===== config.mk =====
export PLATFORM = sky130hd
export DESIGN_NAME = dltq_ram
export DESIGN_NICKNAME = d
export VERILOG_FILES = /design/src/rtl/dltq_ram.sv
export SDC_FILE = /design/constraint.sdc
export NUM_CORES = 1
export LEC_CHECK = 0
export ABC_AREA = 0
export BUFFER_PORTS_ARGS = -buffer_cell sky130_fd_sc_hd__buf_2
export CORE_UTILIZATION = 35
export CTS_CLUSTER_SIZE = 30
export DETAILED_ROUTE_END_ITERATION = 16
export PLACE_DENSITY = 0.57
export SLEW_MARGIN = 20
export SYNTH_ARGS = -nofsm -noshare
export SYNTH_HDL_FRONTEND = slang
export SYNTH_SLANG_ARGS = --single-unit
export TNS_END_PERCENT = 20

===== constraint.sdc =====
create_clock -name clk -period 12.2 [get_ports clk]
set_input_delay 2.44 -clock clk [delete_from_list [all_inputs] [get_ports clk]]
set_output_delay 2.44 -clock clk [all_outputs]
set_load 0.02 [all_outputs]

===== src/rtl/dltq_ram.sv =====
// ----------------------------------------------------------------------------
// dltq_ram - generic single write port RAM with registered read
// One write and one read address per cycle.
// ----------------------------------------------------------------------------
module dltq_ram #(
	parameter int WIDTH = 32,
	parameter int DEPTH = 16
) (
	input  logic                     clk,
	input  logic                     we,
	input  logic [$clog2(DEPTH)-1:0] waddr,
	input  logic [WIDTH-1:0]         wdata,
	input  logic [$clog2(DEPTH)-1:0] raddr,
	output logic [WIDTH-1:0]         rdata
);

	logic [WIDTH-1:0] mem_q [DEPTH];

	// write and registered read
	always_ff @(posedge clk) begin
		if (we) begin
			mem_q[waddr] <= wdata;
		end
		rdata <= mem_q[raddr];
	end

endmodule


# Word level (Yosys, flattened, before mapping)
# Memories as Yosys holds them, arrays and structs flattened. A register that Yosys moved wholly into a read port is not among the register bits.
# Cells that the tools add are included.
# totals
ramBits,512
wordCells,3
mem_bits_ro,0
reg_bits,0
out_inout_bits,32
memories,1
latch_bits,0
inputBits,42
# memory_table
name,depth,width,rd,rd_ports_with_merged_regs,write_ports,line,rtl
mem_q,16,32,1,1,1,17,logic [WIDTH-1:0] mem_q [DEPTH];
# op_classes
shifts,0
reduce_logical,0
bitwise_logic,0
addsub,0
mul,0
mux,2
n_lt_le_gt_ge,0
n_eq_ne,0
div_mod_pow,0
# ops
cell,count
$mux 1,2

# Longest topological paths before layout
# depth
ltp_word,2
mapped_depth,5

# Worst setup path after synthesis
# Ideal clock, no wire load.
# synth_timing
path_kind,in2reg
from,input waddr[2]
to,memory mem_q[0][0] (enable)
t_arrival_ns,5.158
slack_ns,6.580
setup_time_ns,0.461
cell_stages,2
required_ns,11.739
cell_sequence,or3b_2 -> nor3_1
# synth_lines
element,line,rtl
"start, declared",11,"input logic [$clog2(DEPTH)-1:0] waddr,"
"end, declared",17,
# Straight into the memory's write port.

==> reports/results.txt <==
Status: finished, final reports clean
Post-route setup slack: 7.61 ns
Largest net degree at the start of global routing: 51
Setup violators final: 0
Max Cap Viol: 0
Startpoint types: input port
Hold Crit Depth: 3
Global-route wire length before repair: 63,400 um
Cts bufs inserted: 55
Die Area: 0.0577 mm^2
Gr ovfl total: 0
Fin. Hold Viols: 0
LEAKAGE: 7.31 nW
P_sw: 0.823 mW
Yosys top cell area share: 77.4%
Yosys synthesis warning count: 0
Total track usage: 15.5%
Most frequent cells after synthesis: edfxtp_1 (512), mux4_2 (128), a22oi_1 (64)
Area Growth Syn to Fin: 16.0%
R2R depth: 3
Switch share: 20.9%
Period Utilization, post-route: 37.6%
CP Depth: 6
Final GP Congestion: 0.682
Critical path buffer and inverter count: 3
Synth top area cells: edfxtp_1 (77%), mux4_2 (15%), dfxtp_1 (3.2%)
Most frequent cell after synthesis: edfxtp_1
I/O Buffers: 73
Cells after Synth: 838
Clk root buf: clkbuf_16
ANT nets after route: 0
Reg2reg end: rdata[20]$_DFF_P_
Peak supply drop: 0.0995 mV
Fmax: 218 MHz
H-tree levels: 2
N_diodes: 0
Worst Skew: 0.00912 ns
Max-slew violations: 0
Sequential share of power: 53.4%
Crit-path cells: buf_4 -> buf_4 -> buf_4 -> mux4_2 -> a22oi_1 -> nand2_1
Setup_tns: 0 ns
CORE AREA: 0.0555 mm^2
# rows: 86
Crit path from: raddr[1]
P per Cell Area: 171 mW/mm^2
Clock Sink Count: 544
Boundary pin count: 74
CP arrival: 5.08 ns
Post-synth EDFFs: 512
Top cell by count, worst path: buf_4
Setup WS pre-CTS: 6.97 ns
Origin of the critical flop-to-flop path: mem_q[8][20]$_DFFE_PP_
Worst slew pin tran: 0.898 ns
WL final: 43,300 um
Detail-routed via count per cell: 5.06
Sequential area share after synthesis: 80.7%
Post-DP HPWL: 19,600 um
Nets: 991
Die Wd: 240 um
Worst skew pair latency: 0.59 ns
Post-CTS Setup Bufs: 0
Critical path fanouts, max: 48
Post-synth ARST share: 0%
Hold slack: 0.661 ns
CP peak stage delay: 0.69 ns
CTS resizes: 0
Post-Syn Area: 0.0199 mm^2
Synth Area per Inst: 23.7 um^2
Count of state elements after synthesis: 544
HP Class: reg -> reg
1st-pass router iterations: 5
Via Count: 8,817
Net count after synthesis: 880
Crit-path leading delay family: buffers and inverters
Reg clk slew, reported paths: 0.06 ns
RSZ-0062 raised after global routing: no
Cell-internal power: 3.11 mW
Crit path to: rdata[24]$_DFF_P_
Setup crit end kind: register
Logic gate share of total power: 4.8%
Crit path max-delay cell type: buf_4
CTS Hold Buffers Added: 0
Clock Power Share: 41.7%
Ys flop type: edfxtp_1
Area leader, netlist: edfxtp_1
Number of global-route vias before repair: 9,461
Fillers: 4,821
Initial antenna violation count: 6
CTS max path bufs: 3
Inst Count DP: 1,640
DRC violations left: 0
DR iter-0 viols: 927
CTS tree: done
WS Path Type: in -> reg
Post-layout util: 41.5%
Post-synth cell types: 18
WL per Instance: 24.8 um
Final std cells w/o fill: 1,743
Relative slew slack: 40.1%
Starting Density: 35.8%
Die span in y: 240 um
Flop2flop setup slack: 10.87 ns
Minimum clock period: 4.59 ns
Fraction of layout cells with a size suffix above 1: 32.9%
Crit path required time: 12.69 ns
[worst register-to-register path, stage by stage, from the launching register on]
cell	delay (ns)
edfxtp_1	0.38
mux4_2	0.46
a22oi_1	0.21
nand2_1	0.15
[area by class of cell]
type | instances | area [um^2] | share of cell area, %
timing repair buffer | 97 | 557 | 2.42
sequential | 544 | 16000 | 69.5
multi-input combinational | 251 | 3750 | 16.3
tap | 748 | 936 | 4.06
clock buffer | 80 | 1550 | 6.73
clock inverter | 23 | 224 | 0.972
[flip-flops by register name, summed over array words and instances, names as in the netlist]
register / cells
mem_q: 512
rdata: 32
[how the worst min path moves through the flow]
stage	start	end	slack [ns]
2_1_floorplan	mem_q[14][0]$_DFFE_PP_	rdata[0]$_DFF_P_	0.63
3_3_place_gp	mem_q[14][9]$_DFFE_PP_	rdata[9]$_DFF_P_	0.65
3_5_place_dp	mem_q[15][30]$_DFFE_PP_	rdata[30]$_DFF_P_	0.65
5_1_grt	mem_q[15][3]$_DFFE_PP_	rdata[3]$_DFF_P_	0.68
4_1_cts	mem_q[12][1]$_DFFE_PP_	rdata[1]$_DFF_P_	0.66
6_report	mem_q[12][1]$_DFFE_PP_	rdata[1]$_DFF_P_	0.66
[per-stage QoR]
stage          power, mW  area, um^2
2_1_floorplan       2.25       19900
3_3_place_gp        2.33       21300
3_5_place_dp        2.34       21300
4_1_cts             3.98       23000
5_1_grt             4.06       23000
6_report            3.93       23000
[per-layer routing]
| metal | share of wire [%] | track usage [%] | routed length [um] |
|---|---|---|---|
| met1 | 46 | 22.5 | 19800 |
| met2 | 47 | 24.1 | 20400 |
| met3 | 5.3 | 2.66 | 2290 |
| met4 | 1.7 | 4.17 | 720 |
| met5 | 0.17 | 0 | 73 |
[cell usage in the layout, fill, tap and decap left out, drive strengths merged]
cell type	Yosys	routed
edfxtp	512	512
mux4	128	128
buf	26	96
clkbuf	17	81
a22oi	64	64
nand2	33	33
dfxtp	32	32
nor2	13	13
clkinv	0	13
nor3	4	4
clkinvlp	0	4
inv	0	3
bufinv	0	3
nor2b	2	2
nand3b	2	2
nand2b	2	2
and2	1	1
nand3	1	1
or3b	1	1
[kinds of logic after synthesis]
family,share of synthesized area (%)
AO/OA/AOI/OAI,2.42
multiplexers,14.5
flip-flops,80.7
buffers and inverters,1.12
AND/OR/NAND/NOR,1.27
[power by group through the flow]
stage	combinational [mW]	sequential, mW	clock [mW]
final	0.191	2.10	1.64
after floorplan	0.100	2.15	0
after detailed placement	0.195	2.14	0
after CTS	0.195	2.10	1.68
after global placement	0.193	2.14	0
after global routing	0.208	2.11	1.75
(Power assumes the default switching activity.)
