`src/rtl/dltq_pkg.sv`:
```
// ----------------------------------------------------------------------------
// dltq_pkg - shared types and codes of the delta list timer queue
// Command and response structs, operation and status codes, cell controls.
// ----------------------------------------------------------------------------
package dltq_pkg;

	// operation codes carried in cmd_t.mode
	localparam logic [2:0] MODE_CREATE = 3'd0;
	localparam logic [2:0] MODE_START  = 3'd1;
	localparam logic [2:0] MODE_STOP   = 3'd2;
	localparam logic [2:0] MODE_DELETE = 3'd3;
	localparam logic [2:0] MODE_TICK   = 3'd4;

	// status codes carried in rsp_t.status
	localparam logic [1:0] STAT_OK      = 2'd0;
	localparam logic [1:0] STAT_PARAM   = 2'd1;
	localparam logic [1:0] STAT_RESOURCE = 2'd2;

	// most expiry reports one tick may give
	localparam int MAX_RESULTS = 16;

	typedef struct packed {
		logic [2:0]  mode;
		logic [3:0]  timer_index;
		logic [31:0] ticks;
		logic        periodic;
	} cmd_t;

	typedef struct packed {
		logic [1:0] status;
		logic       running;
		logic       expired_valid;
		logic [3:0] expired_index;
		logic       last;
	} rsp_t;

	// list edit broadcast to every cell
	typedef enum logic [2:0] {
		CELL_HOLD,
		CELL_REMOVE,
		CELL_POP,
		CELL_INSERT,
		CELL_DEC
	} cell_op_e;

	typedef struct packed {
		cell_op_e    op;
		logic [31:0] delta;
	} cell_ctl_t;

endpackage

```
`src/rtl/dltq_cell.sv`:
```
// ----------------------------------------------------------------------------
// dltq_cell - one position of the delta-sorted timer list
// Holds a slot number and its delay relative to the position before it.
// ----------------------------------------------------------------------------
module dltq_cell import dltq_pkg::*; #(
	parameter int IDX = 0,
	parameter int SW  = 4,
	parameter int PW  = 4
) (
	input  logic          clk,
	input  cell_ctl_t     ctl,
	input  logic [PW-1:0] pos,
	input  logic [SW-1:0] ins_slot,
	input  logic [SW-1:0] left_slot,
	input  logic [31:0]   left_delta,
	input  logic [SW-1:0] right_slot,
	input  logic [31:0]   right_delta,
	output logic [SW-1:0] slot,
	output logic [31:0]   delta
);

	localparam int PREV = (IDX > 0) ? IDX - 1 : 0;

	logic [SW-1:0] slot_q;
	logic [31:0]   delta_q;
	logic          at;
	logic          after;
	logic          next_of;

	assign at      = (pos == PW'(IDX));
	assign after   = (PW'(IDX) > pos);
	assign next_of = (IDX > 0) && (PW'(PREV) == pos);

	// apply the broadcast list edit at this position
	always_ff @(posedge clk) begin
		unique case (ctl.op)
			CELL_HOLD: begin
			end
			CELL_REMOVE: begin
				if (at) begin
					slot_q  <= right_slot;
					delta_q <= right_delta + delta_q;
				end else if (after) begin
					slot_q  <= right_slot;
					delta_q <= right_delta;
				end
			end
			CELL_POP: begin
				slot_q  <= right_slot;
				delta_q <= right_delta;
			end
			CELL_INSERT: begin
				if (at) begin
					slot_q  <= ins_slot;
					delta_q <= ctl.delta;
				end else if (next_of) begin
					slot_q  <= left_slot;
					delta_q <= left_delta - ctl.delta;
				end else if (after) begin
					slot_q  <= left_slot;
					delta_q <= left_delta;
				end
			end
			CELL_DEC: begin
				if (IDX == 0) begin
					delta_q <= delta_q - 32'd1;
				end
			end
			default: begin
			end
		endcase
	end

	assign slot  = slot_q;
	assign delta = delta_q;

endmodule

```
`config.mk`:
```
export PLATFORM = sky130hd
export DESIGN_NAME = dltq_cell
export DESIGN_NICKNAME = d
export VERILOG_FILES = /design/src/rtl/dltq_pkg.sv /design/src/rtl/dltq_cell.sv
export SDC_FILE = /design/constraint.sdc
export NUM_CORES = 1
export LEC_CHECK = 0
export BUFFER_PORTS_ARGS = -buffer_cell sky130_fd_sc_hd__buf_2
export CAP_MARGIN = 20
export CELL_PAD_IN_SITES_DETAIL_PLACEMENT = 1
export CELL_PAD_IN_SITES_GLOBAL_PLACEMENT = 2
export CORE_MARGIN = 2
export CORE_UTILIZATION = 31
export CTS_CLUSTER_SIZE = 20
export DETAILED_ROUTE_END_ITERATION = 6
export PLACE_DENSITY = 0.86
export SLEW_MARGIN = 20
export SYNTH_ARGS = -nofsm -noshare
export SYNTH_HDL_FRONTEND = slang
export SYNTH_SLANG_ARGS = --single-unit
```
`constraint.sdc`:
```
create_clock -name clk -period 6.84 [get_ports clk]
set_clock_uncertainty 0.05 [all_clocks]
set_input_delay 0.684 -clock clk [delete_from_list [all_inputs] [get_ports clk]]
set_output_delay 0.684 -clock clk [all_outputs]
set_load 0.01 [all_outputs]
```
# Word-level counts from Yosys, hierarchy flattened
# Cells that the tools add are included.
# word_totals
word_cells	26
ff_bits	36
# classes
mux	10
add_sub_neg	2
magnitude_cmp	1
reduce_logical	5
eq_ne	6
# ops
operator	n
32-bit 2-to-1 mux	4
32-bit one-hot mux with 4 select lines	1
32-bit adder	1
32-bit by 1-bit subtractor with 32-bit output, second input constant	1
4-bit 2-to-1 mux	4
4-bit one-hot mux with 3 select lines	1
3-bit by 2-bit equality test with 1-bit output, second input constant	2
3-bit inequality test, second input constant	2
3-bit AND reduction	2
1-bit by 4-bit greater-than comparator with 1-bit output, first input constant	1
4-bit logical NOT	1
4-bit nonzero test	1
3-bit by 1-bit equality test with 1-bit output, second input constant	1
3-bit equality test, second input constant	1
3-bit nonzero test	1

# Depth between registers and ports, before layout
# Gate-level depths: netlist of the first run.
# logic_depth
word_depth	4
mapped_depth	12

# Worst setup path after synthesis of the first run
# Ideal clock, no wire load.
# synth_path
kind	input to register
startpoint	input pos[0]
endpoint	register delta_q[0] (netlist: delta[0]) (enable)
t_required_ns	6.324
stages	5
path_slack_ns	2.024
n_path_buf	2
setup_ns	0.466
t_arrival_ns	4.300
path_cell_list	nor4_1 > clkbuf_1 > buf_1 > mux2i_1 > o21ai_0
# synth_between
elab_chain_len	3
word_cells_on_any_way	5
# synth_rtl
item	line	rtl
start: declaration	dltq_cell.sv:12	input logic [PW-1:0] pos,
1-bit by 4-bit greater-than comparator with 1-bit output or 4-bit logical NOT (tied branches)	dltq_cell.sv:31, dltq_cell.sv:30	
3-bit inequality test (no line)	-	
3-bit AND reduction (no line) *	-	
end signal: assignment	dltq_cell.sv:42	delta_q <= right_delta + delta_q;
end signal: assignment	dltq_cell.sv:45	delta_q <= right_delta;
end signal: assignment	dltq_cell.sv:50	delta_q <= right_delta;
end: declaration	dltq_cell.sv:25	logic [31:0] delta_q;
# Every way passes the cells marked *; elsewhere a longest branch is shown, timed or not.
# A chain may end at the register's enable or synchronous reset.

# Worst setup path after layout of the first run
# layout_path
startpoint	input right_delta[0]
endpoint	register delta_q[28] (netlist: delta[28]) (data pin)
# layout_between
elab_chain_len	3
# layout_rtl
item	line	rtl
start: declaration	dltq_cell.sv:17	input logic [31:0] right_delta,
32-bit adder	dltq_cell.sv:42	
32-bit 2-to-1 mux	dltq_cell.sv:40	if (at) begin
32-bit one-hot mux with 4 select lines	dltq_cell.sv:36	unique case (ctl.op)
# No other way between the ends.

==> results by stage, run 1 <==
Route:
- Dividing the detail-routed wire length by the instance count gives 19.4 um.
- The DRC violations left is 0.
- The number of vias in the routed layout is 5,081.
- In this run the remaining antenna-violating nets after routing total 0.
- In this run, the number of DRC markers left after iteration 0 of detailed routing was 197.
- After detailed routing, the total wire length is 17,500 um.
- The first TritonRoute pass finished after 4 iterations.
- The vias per cell is 5.64.

Pwr:
- Overall power consumption after layout is estimated at 863 uW.
- The peak ir drop on the vdd network is 0.0783 mV.
- Dividing total power by cell area gives a power density of 155 mW/mm2.
- The leakage power of the design is 0.00240 uW.

Floorplan:
- The initial cell density of the core is 0.314.
- The die is 125 um tall.
- The top-level port count is 152.
- The die is 125 um wide.
- The area inside the core boundary is 0.0144 mm2.
- Row generation in the floorplan step produced 44 rows.
- The die outline area is 0.0156 mm2.

Critical path:
- The worst setup path is of the input pin to register kind.
- The startpoint of the lowest-slack register-to-register path is delta[0].
- Of all nets on the critical path, the largest fanout is 5.
- Data on the critical path is required at its endpoint by 6800 ps.
- Among all stages on the critical path, the largest delay is contributed by sky130_fd_sc_hd__a311oi_1.
- Data arrives at the worst endpoint at 3720 ps.
- The endpoint identified for the worst register-to-register timing path is delta[28].
- The number of stages on the worst setup path is 13.
- On the worst path, the slowest cell contributes a delay of 580 ps.
- The depth of the worst register-to-register path is 12.
- Traced cell by cell, the critical path runs through buf_2, ha_1, inv_1, fa_1, nand2b_1, a21oi_1, o41ai_1, a311oi_1, a41oi_1, a21o_1, o21ai_0, xnor2_1, o221ai_2.
- The setup slack of the most critical reg-to-reg path is 3080 ps.
- The startpoint kind of the worst setup timing path is an input pin.
- The capturing element type of the critical path is a register.
- The buffers plus inverters on the worst setup path is 2.
- The gate family responsible for the most delay along the worst path is compound AO/OA/AOI/OAI gates.

GRT:
- For this run the aggregate overflow at the end of global routing stands at 0.
- The via count of the first global-routing pass was 5,288.
- The first-pass GRT wire length is 28,100 um.
- The initial antenna violation count came to 1.
- For this run, the total global-route usage over all layers was measured as 0.218.
- The largest net degree at the start of global routing is 54.

Clock network:
- The number of buffers created by CTS is 5.
- The buffer levels on the longest clock path is 2.
- Buffers inserted to repair hold after CTS numbered 0.
- The clock latency at the later pin of the worst-skew pair is 280 ps.
- TritonCTS built the clock tree.
- The TritonCTS sink count is 36.
- The H-tree was split into 2 levels.
- In this run the post-CTS setup repair buffer count came out at 0.
- The clock-pin slew on the worst setup and hold paths is 60 ps.
- Once the clock tree was built, the resizer swapped 0 gates to a different size.
- In this run the clock root is driven by a sky130_fd_sc_hd__clkbuf_16.

Timing:
- The number of endpoints with negative hold slack in the final report was 0.
- Setup repair after global routing left no endpoint under its margin.
- At the pin with the least slew margin, the transition time is 1060 ps.
- In the final timing run, aggregate negative setup slack is 0 ps.
- The max-slew headroom at the worst pin is 0.294.
- In the finished design, the share of the clock period the worst path needs comes to 0.550.
- Derived from the worst setup path, the maximum achievable clock frequency is 266 MHz.
- The final setup violation count is 0.
- On the final layout, the worst hold slack is 686 ps.
- The final count of pins violating max slew came to 0.
- The minimum clock period is 3760 ps.

Logic synthesis:
- Synthesis instantiated 62 different standard cells from the library.
- The sequential element share of the synthesized area is 0.238.
- The yosys synthesis warning count is 0.
- The primary flip-flop cell chosen by synthesis mapping is sky130_fd_sc_hd__edfxtp_1.
- The number of flip-flops and latches in the synthesized netlist is 36.
- The synthesized design contains 36 enable-type register cells.
- A synthesized cell averages 7.78 um2.
- The instance count of the mapped netlist is 583.
- In this run the cell area of the synthesized design comes to 0.00453 mm2.
- In the synthesized netlist the async set-or-reset flop fraction comes to 0.
- The synthesized net count is 732.

Hold path:
- The critical hold path startpoint is right_delta[28].
- The path class of the tightest hold or removal check is input pin to register.
- The hold path endpoint is delta[28].
- The worst hold path passes through 3 cells.

Place:
- The total of buffers placed on input and output ports is 151.
- The half-perimeter wire length of the detailed placement result is 13,400 um.
- The final estimated routing congestion in global placement is 0.926.

Outcome:
- The flow ran to the end, and the final reports show no timing, DRC or antenna violations.

Run:
- Max-cap violations in this run came to 0.

Layout:
- The area overhead of the layout relative to synthesis is 22.9%.
- After the last flow step, the layout net total stands at 865.
- The number of inserted filler cells in the final layout is 1,825.
- The proportion of layout cells with a drive suffix above 1 is 0.256.
[worst reg2reg max path, delay by kind of cell, from the launching register on]
kind                       cells  cell delay [ps]
adders and majority gates      2              600
buffers and inverters          1               60
and+or+nand+nor                1              200
xor gates and xnor gates       1              190
AOI/OAI and AO/OA              7             1920
DFF                            1              460
[cells in the final DEF (no fill, tap or decap), types with 4 or more instances in the layout]
master                      Yosys  routed
sky130_fd_sc_hd__buf_4          0       5
sky130_fd_sc_hd__o211ai_1      10      10
sky130_fd_sc_hd__buf_2          1     151
sky130_fd_sc_hd__edfxtp_1      36      36
sky130_fd_sc_hd__a21o_1        17      17
sky130_fd_sc_hd__o21a_1         5       5
sky130_fd_sc_hd__nor3_1        14      14
sky130_fd_sc_hd__nand2_1      104     104
sky130_fd_sc_hd__xnor2_1       27      27
sky130_fd_sc_hd__a31oi_1       10      10
sky130_fd_sc_hd__a21oi_1       58      58
sky130_fd_sc_hd__and2_1         4       4
sky130_fd_sc_hd__nand3b_1       4       4
sky130_fd_sc_hd__inv_1          6       6
sky130_fd_sc_hd__nand2b_1      11      11
sky130_fd_sc_hd__a221oi_1      14      14
sky130_fd_sc_hd__o21ai_0       41      39
sky130_fd_sc_hd__or3b_2         4       4
sky130_fd_sc_hd__mux2i_1        7       7
sky130_fd_sc_hd__and3_1         7       7
sky130_fd_sc_hd__clkbuf_16      0       5
sky130_fd_sc_hd__nor2_1        37      36
sky130_fd_sc_hd__nand3_1       16      16
sky130_fd_sc_hd__o221ai_1      12      12
sky130_fd_sc_hd__xor2_1        21      21
sky130_fd_sc_hd__ha_1          32      32
[where the power goes]
part | internal, uW | switching, uW
registers | 267 | 25.1
logic | 150 | 196
clock network | 131 | 94.7
total | 547 | 316
[cell families (layout without fill, tap and decap cells)]
logic type | Yosys count | in the layout | share of synthesized area
AOI/OAI and AO/OA | 193 | 193 | 0.277
xor gates and xnor gates | 48 | 48 | 0.0927
adders and majority gates | 33 | 33 | 0.0927
buffers and inverters | 36 | 169 | 0.0351
DFF | 36 | 36 | 0.238
muxes | 7 | 7 | 0.0155
other | 0 | 1 | 0
and+or+nand+nor | 230 | 230 | 0.249
[area by class of cell]
cell class	instances	area, um2	area share
multi-input combinational	511	3310	0.594
inverter	6	22.5	0.00404
timing repair buffer	156	793	0.142
tap	184	230	0.0413
clock buffer	5	125	0.0225
clock inverter	2	7.51	0.00135
antenna	1	2.50	0.000449
sequential	36	1080	0.194
[per-layer routing]
metal / up-vias / GRT usage / share of wire
met1: 2503 / 0.293 / 0.46
met4: 0 / 0.0484 / 0.012
met5: - / 0 / 0
li1: 2452 / - / -
met3: 17 / 0.0245 / 0.036
met2: 109 / 0.379 / 0.49
[sequential cells by signal (all words and copies together), names as in the netlist]
| register | cells |
|---|---|
| slot | 4 |
| delta | 32 |
[per-stage QoR]
| step | util | instances | cell area [um2] | worst slack [ps] |
|---|---|---|---|---|
| floorplan | - | 583 | 4530 | 2020 |
| global placement | 0.377 | 893 | 5430 | 2930 |
| detailed placement | 0.377 | 893 | 5430 | 2800 |
| CTS | 0.386 | 900 | 5570 | 3080 |
| global route | 0.386 | 901 | 5570 | 2760 |
| finish | 0.386 | 901 | 5570 | 3080 |
[cell usage after synthesis (4+ instances only)]
cell | number | area [um2]
sky130_fd_sc_hd__nand3_1 | 16 | 80.1
sky130_fd_sc_hd__nand2_1 | 104 | 390
sky130_fd_sc_hd__a31oi_1 | 10 | 62.6
sky130_fd_sc_hd__xnor2_1 | 27 | 236
sky130_fd_sc_hd__and3_1 | 7 | 43.8
sky130_fd_sc_hd__a21o_1 | 17 | 128
sky130_fd_sc_hd__o221ai_1 | 12 | 105
sky130_fd_sc_hd__xor2_1 | 21 | 184
sky130_fd_sc_hd__ha_1 | 32 | 400
sky130_fd_sc_hd__o211ai_1 | 10 | 75.1
sky130_fd_sc_hd__nor4_1 | 4 | 25.0
sky130_fd_sc_hd__inv_1 | 6 | 22.5
sky130_fd_sc_hd__and2_1 | 4 | 25.0
sky130_fd_sc_hd__a221oi_1 | 14 | 123
sky130_fd_sc_hd__or3b_2 | 4 | 35.0
sky130_fd_sc_hd__a21oi_1 | 58 | 290
sky130_fd_sc_hd__clkbuf_1 | 23 | 86.3
sky130_fd_sc_hd__nand3b_1 | 4 | 30.0
sky130_fd_sc_hd__nand2b_1 | 11 | 68.8
sky130_fd_sc_hd__nor3_1 | 14 | 70.1
sky130_fd_sc_hd__nor2_1 | 37 | 139
sky130_fd_sc_hd__edfxtp_1 | 36 | 1080
sky130_fd_sc_hd__o21ai_0 | 41 | 205
sky130_fd_sc_hd__mux2i_1 | 7 | 70.1
sky130_fd_sc_hd__o21a_1 | 5 | 37.5
[how the worst max path moves through the flow]
stage | start | to
2_1_floorplan | pos[0] | delta[0]
3_3_place_gp | right_delta[0] | delta[28]
3_5_place_dp | right_delta[0] | delta[28]
4_1_cts | right_delta[0] | delta[28]
5_1_grt | delta[0] | delta[28]
6_report | right_delta[0] | delta[28]
Power figures use the tool's default switching activity.
==> run 2, diff against run 1 <==
--- a/config.mk
+++ b/config.mk
@@ -10,10 +10,10 @@
 export CELL_PAD_IN_SITES_DETAIL_PLACEMENT = 1
 export CELL_PAD_IN_SITES_GLOBAL_PLACEMENT = 2
 export CORE_MARGIN = 2
-export CORE_UTILIZATION = 31
+export CORE_UTILIZATION = 26
 export CTS_CLUSTER_SIZE = 20
 export DETAILED_ROUTE_END_ITERATION = 6
-export PLACE_DENSITY = 0.86
+export PLACE_DENSITY = 0.76
 export SLEW_MARGIN = 20
 export SYNTH_ARGS = -nofsm -noshare
 export SYNTH_HDL_FRONTEND = slang
==> constraint.sdc (replaced) <==
create_clock -name clk -period 3.4 [get_ports clk]
set_clock_uncertainty 0.05 [all_clocks]
set_input_delay 0.34 -clock clk [delete_from_list [all_inputs] [get_ports clk]]
set_output_delay 0.34 -clock clk [all_outputs]
set_load 0.01 [all_outputs]
==> results by stage, run 2 (synthesis results as in run 1) <==
Outcome:
- The run finished with clean final reports.

Place:
- The half-perimeter wire length of the detailed placement result is 14,700 um.
- During placement, the flow inserted port buffers numbering 151.
- Summing all placed instances gives a cell area of 0.00573 mm2.
- The final estimated routing congestion in global placement is 0.867.

Pwr:
- In this run the static leakage power is 0.00260 uW.
- The switching part of the total power is 0.358.
- The share of total power dissipated in sequential elements is 0.303.
- The peak ir drop on the vdd network is 0.170 mV.
- Summed over all nets, the switching power comes to 679 uW.
- The power density of the placed cells is 318 mW/mm2.
- The total power draw is 1890 uW.
- The design internal power is 1220 uW.
- Of the total power, the clock network draws 0.292.
- The logic gate share of total power is 0.406.

Critical path:
- The worst setup path is launched from a register.
- The critical path start-end classification is register to register.
- The setup slack of the most critical reg-to-reg path is 170 ps.
- The maximum fanout along the worst path is 4.
- The capturing element type of the critical path is a register.
- The critical path required time is 3390 ps.
- Counting cells, the worst reg-to-reg path comes to 9.
- At the worst endpoint, the arrival time is 3220 ps.

Clock network:
- The clock-pin slew on the worst setup and hold paths is 60 ps.
- The clock passes through at most 2 buffers.
- The number of clock buffers added by TritonCTS is 5.
- CTS saw 36 sinks.
- The total of hold buffers inserted after clock tree synthesis is 0.
- CTS built an H-tree with a depth of 2.
- The TritonCTS clock tree is yes.
- The clock latency at the later pin of the worst-skew pair is 300 ps.
- The tree is rooted in a sky130_fd_sc_hd__clkbuf_16.

Layout:
- From synthesis to final layout, the design area changed by 31.5%.
- The post-route cell area is 0.00596 mm2.
- The register with the most flip-flops in the layout has 32 of them.
- At the end of the flow, the number of nets in the layout was 902.
- The top cell types in the final layout, fill and taps aside, are 151 x sky130_fd_sc_hd__buf_2, 104 x sky130_fd_sc_hd__nand2_1, 57 x sky130_fd_sc_hd__a21oi_1.
- The number of antenna cells inserted is 0.
- The proportion of layout cells with a drive suffix above 1 is 0.302.
- The post-layout utilization of the core is 0.347.
- The leading cell type in the layout, fill and taps excluded is sky130_fd_sc_hd__buf_2.

Hold path:
- The tightest min-delay check is of the input pin to register type.
- The worst hold path cell count is 3.

Route:
- The detailed router finished its first iteration with 247 violations.
- The average routed wire per standard cell is 19.5 um.
- Once detail routing completed, the nets flagged for antenna violations numbered 0.
- For this run, the detailed router's first-pass iteration total came to 4.
- In the routed design, unresolved DRC markers number 0.
- The routed wire length is 19,100 um.
- Using the TritonRoute via totals, the vias-per-cell ratio works out to 5.32.
- The routed layout has 5,204 vias.

Floorplan:
- The floorplan step set the die width to 136 um.
- The top-level port count is 152.
- The count of standard-cell rows is 48.
- The initial cell density of the core is 0.264.
- Measured along the y axis, the die boundary spans 136 um.
- The core region is 0.0172 mm2.
- The die covers 0.0185 mm2.

GRT:
- The total congestion overflow after global routing is 0.
- The via count of the first global-routing pass is 5,350.
- The overall fraction of global-route tracks in use is 0.205.
- The largest net degree at the start of global routing is 53.
- The initial antenna violation count is 0.
- The first-pass GRT wire length is 29,500 um.

Timing:
- The final setup violation count is 0.
- The final count of pins violating max slew is 0.
- Measured against its own limit, the worst slew margin works out to 0.328.
- The actual slew at the worst max-slew pin is 1000 ps.
- After routing, the total negative slack on setup checks comes to 0 ps.
- Dividing the final minimum period by the clock period gives 0.949.
- The tightest hold margin is 310 ps.
- After layout, the minimum clock period comes to 3230 ps.
- The peak clock frequency supported by timing is 310 MHz.
- The number of endpoints with negative hold slack in the final report came to 0.

Run:
- The number of max-cap violations is 0.
-- run 2: routing by layer --
metal / global-route usage / wire length, um
met4: 0.0486 / 340
met1: 0.267 / 8740
met5: 0 / 0
met3: 0.0317 / 756
met2: 0.354 / 9220
-- run 2: worst paths after layout --
| kind | startpoint | endpoint |
|---|---|---|
| setup / recovery | delta[6] | delta[22] |
| setup reg to reg | delta[6] | delta[22] |
| hold / removal | right_delta[28] | delta[28] |
| hold reg to reg | delta[26] | delta[26] |
-- run 2: layout make-up --
class	count	area, um2
clock buffer	5	125
sequential	36	1080
clock inverter	3	37.5
multi-input combinational	511	3340
tap	225	282
fill	2154	11200
timing repair buffer	193	1070
inverter	6	22.5
-- run 2: timing repair --
action / in CTS / in global routing
setup buffers: 0 / 4
gates resized for setup: 1 / 9
setup endpoints to repair: 1 / 8
pin swaps: 0 / 3
-- run 2: worst max-delay path, cell delays in order (launching register included) --
cell and delay (ps):
sky130_fd_sc_hd__edfxtp_1 440, sky130_fd_sc_hd__or4_4 560, sky130_fd_sc_hd__nor4_4 170, sky130_fd_sc_hd__or3b_4 430, sky130_fd_sc_hd__or4_4 480, sky130_fd_sc_hd__nor2_4 240
sky130_fd_sc_hd__nand2_1 100, sky130_fd_sc_hd__xnor2_1 130, sky130_fd_sc_hd__a221oi_1 240, sky130_fd_sc_hd__o21ai_0 130
-- run 2: power by group through the flow --
stage	Sequential, uW	Clock, uW	Combinational, uW
2_1_floorplan	594	0	446
3_3_place_gp	581	0	733
3_5_place_dp	583	0	748
4_1_cts	573	569	757
5_1_grt	578	584	850
6_report	573	552	769
-- run 2: per-stage QoR --
stage,cells,setup slack (ps)
after global routing,979,-2.45
after floorplan,583,228
final,979,172
after CTS,975,82.7
after detailed placement,967,-93.7
after global placement,967,-66.5
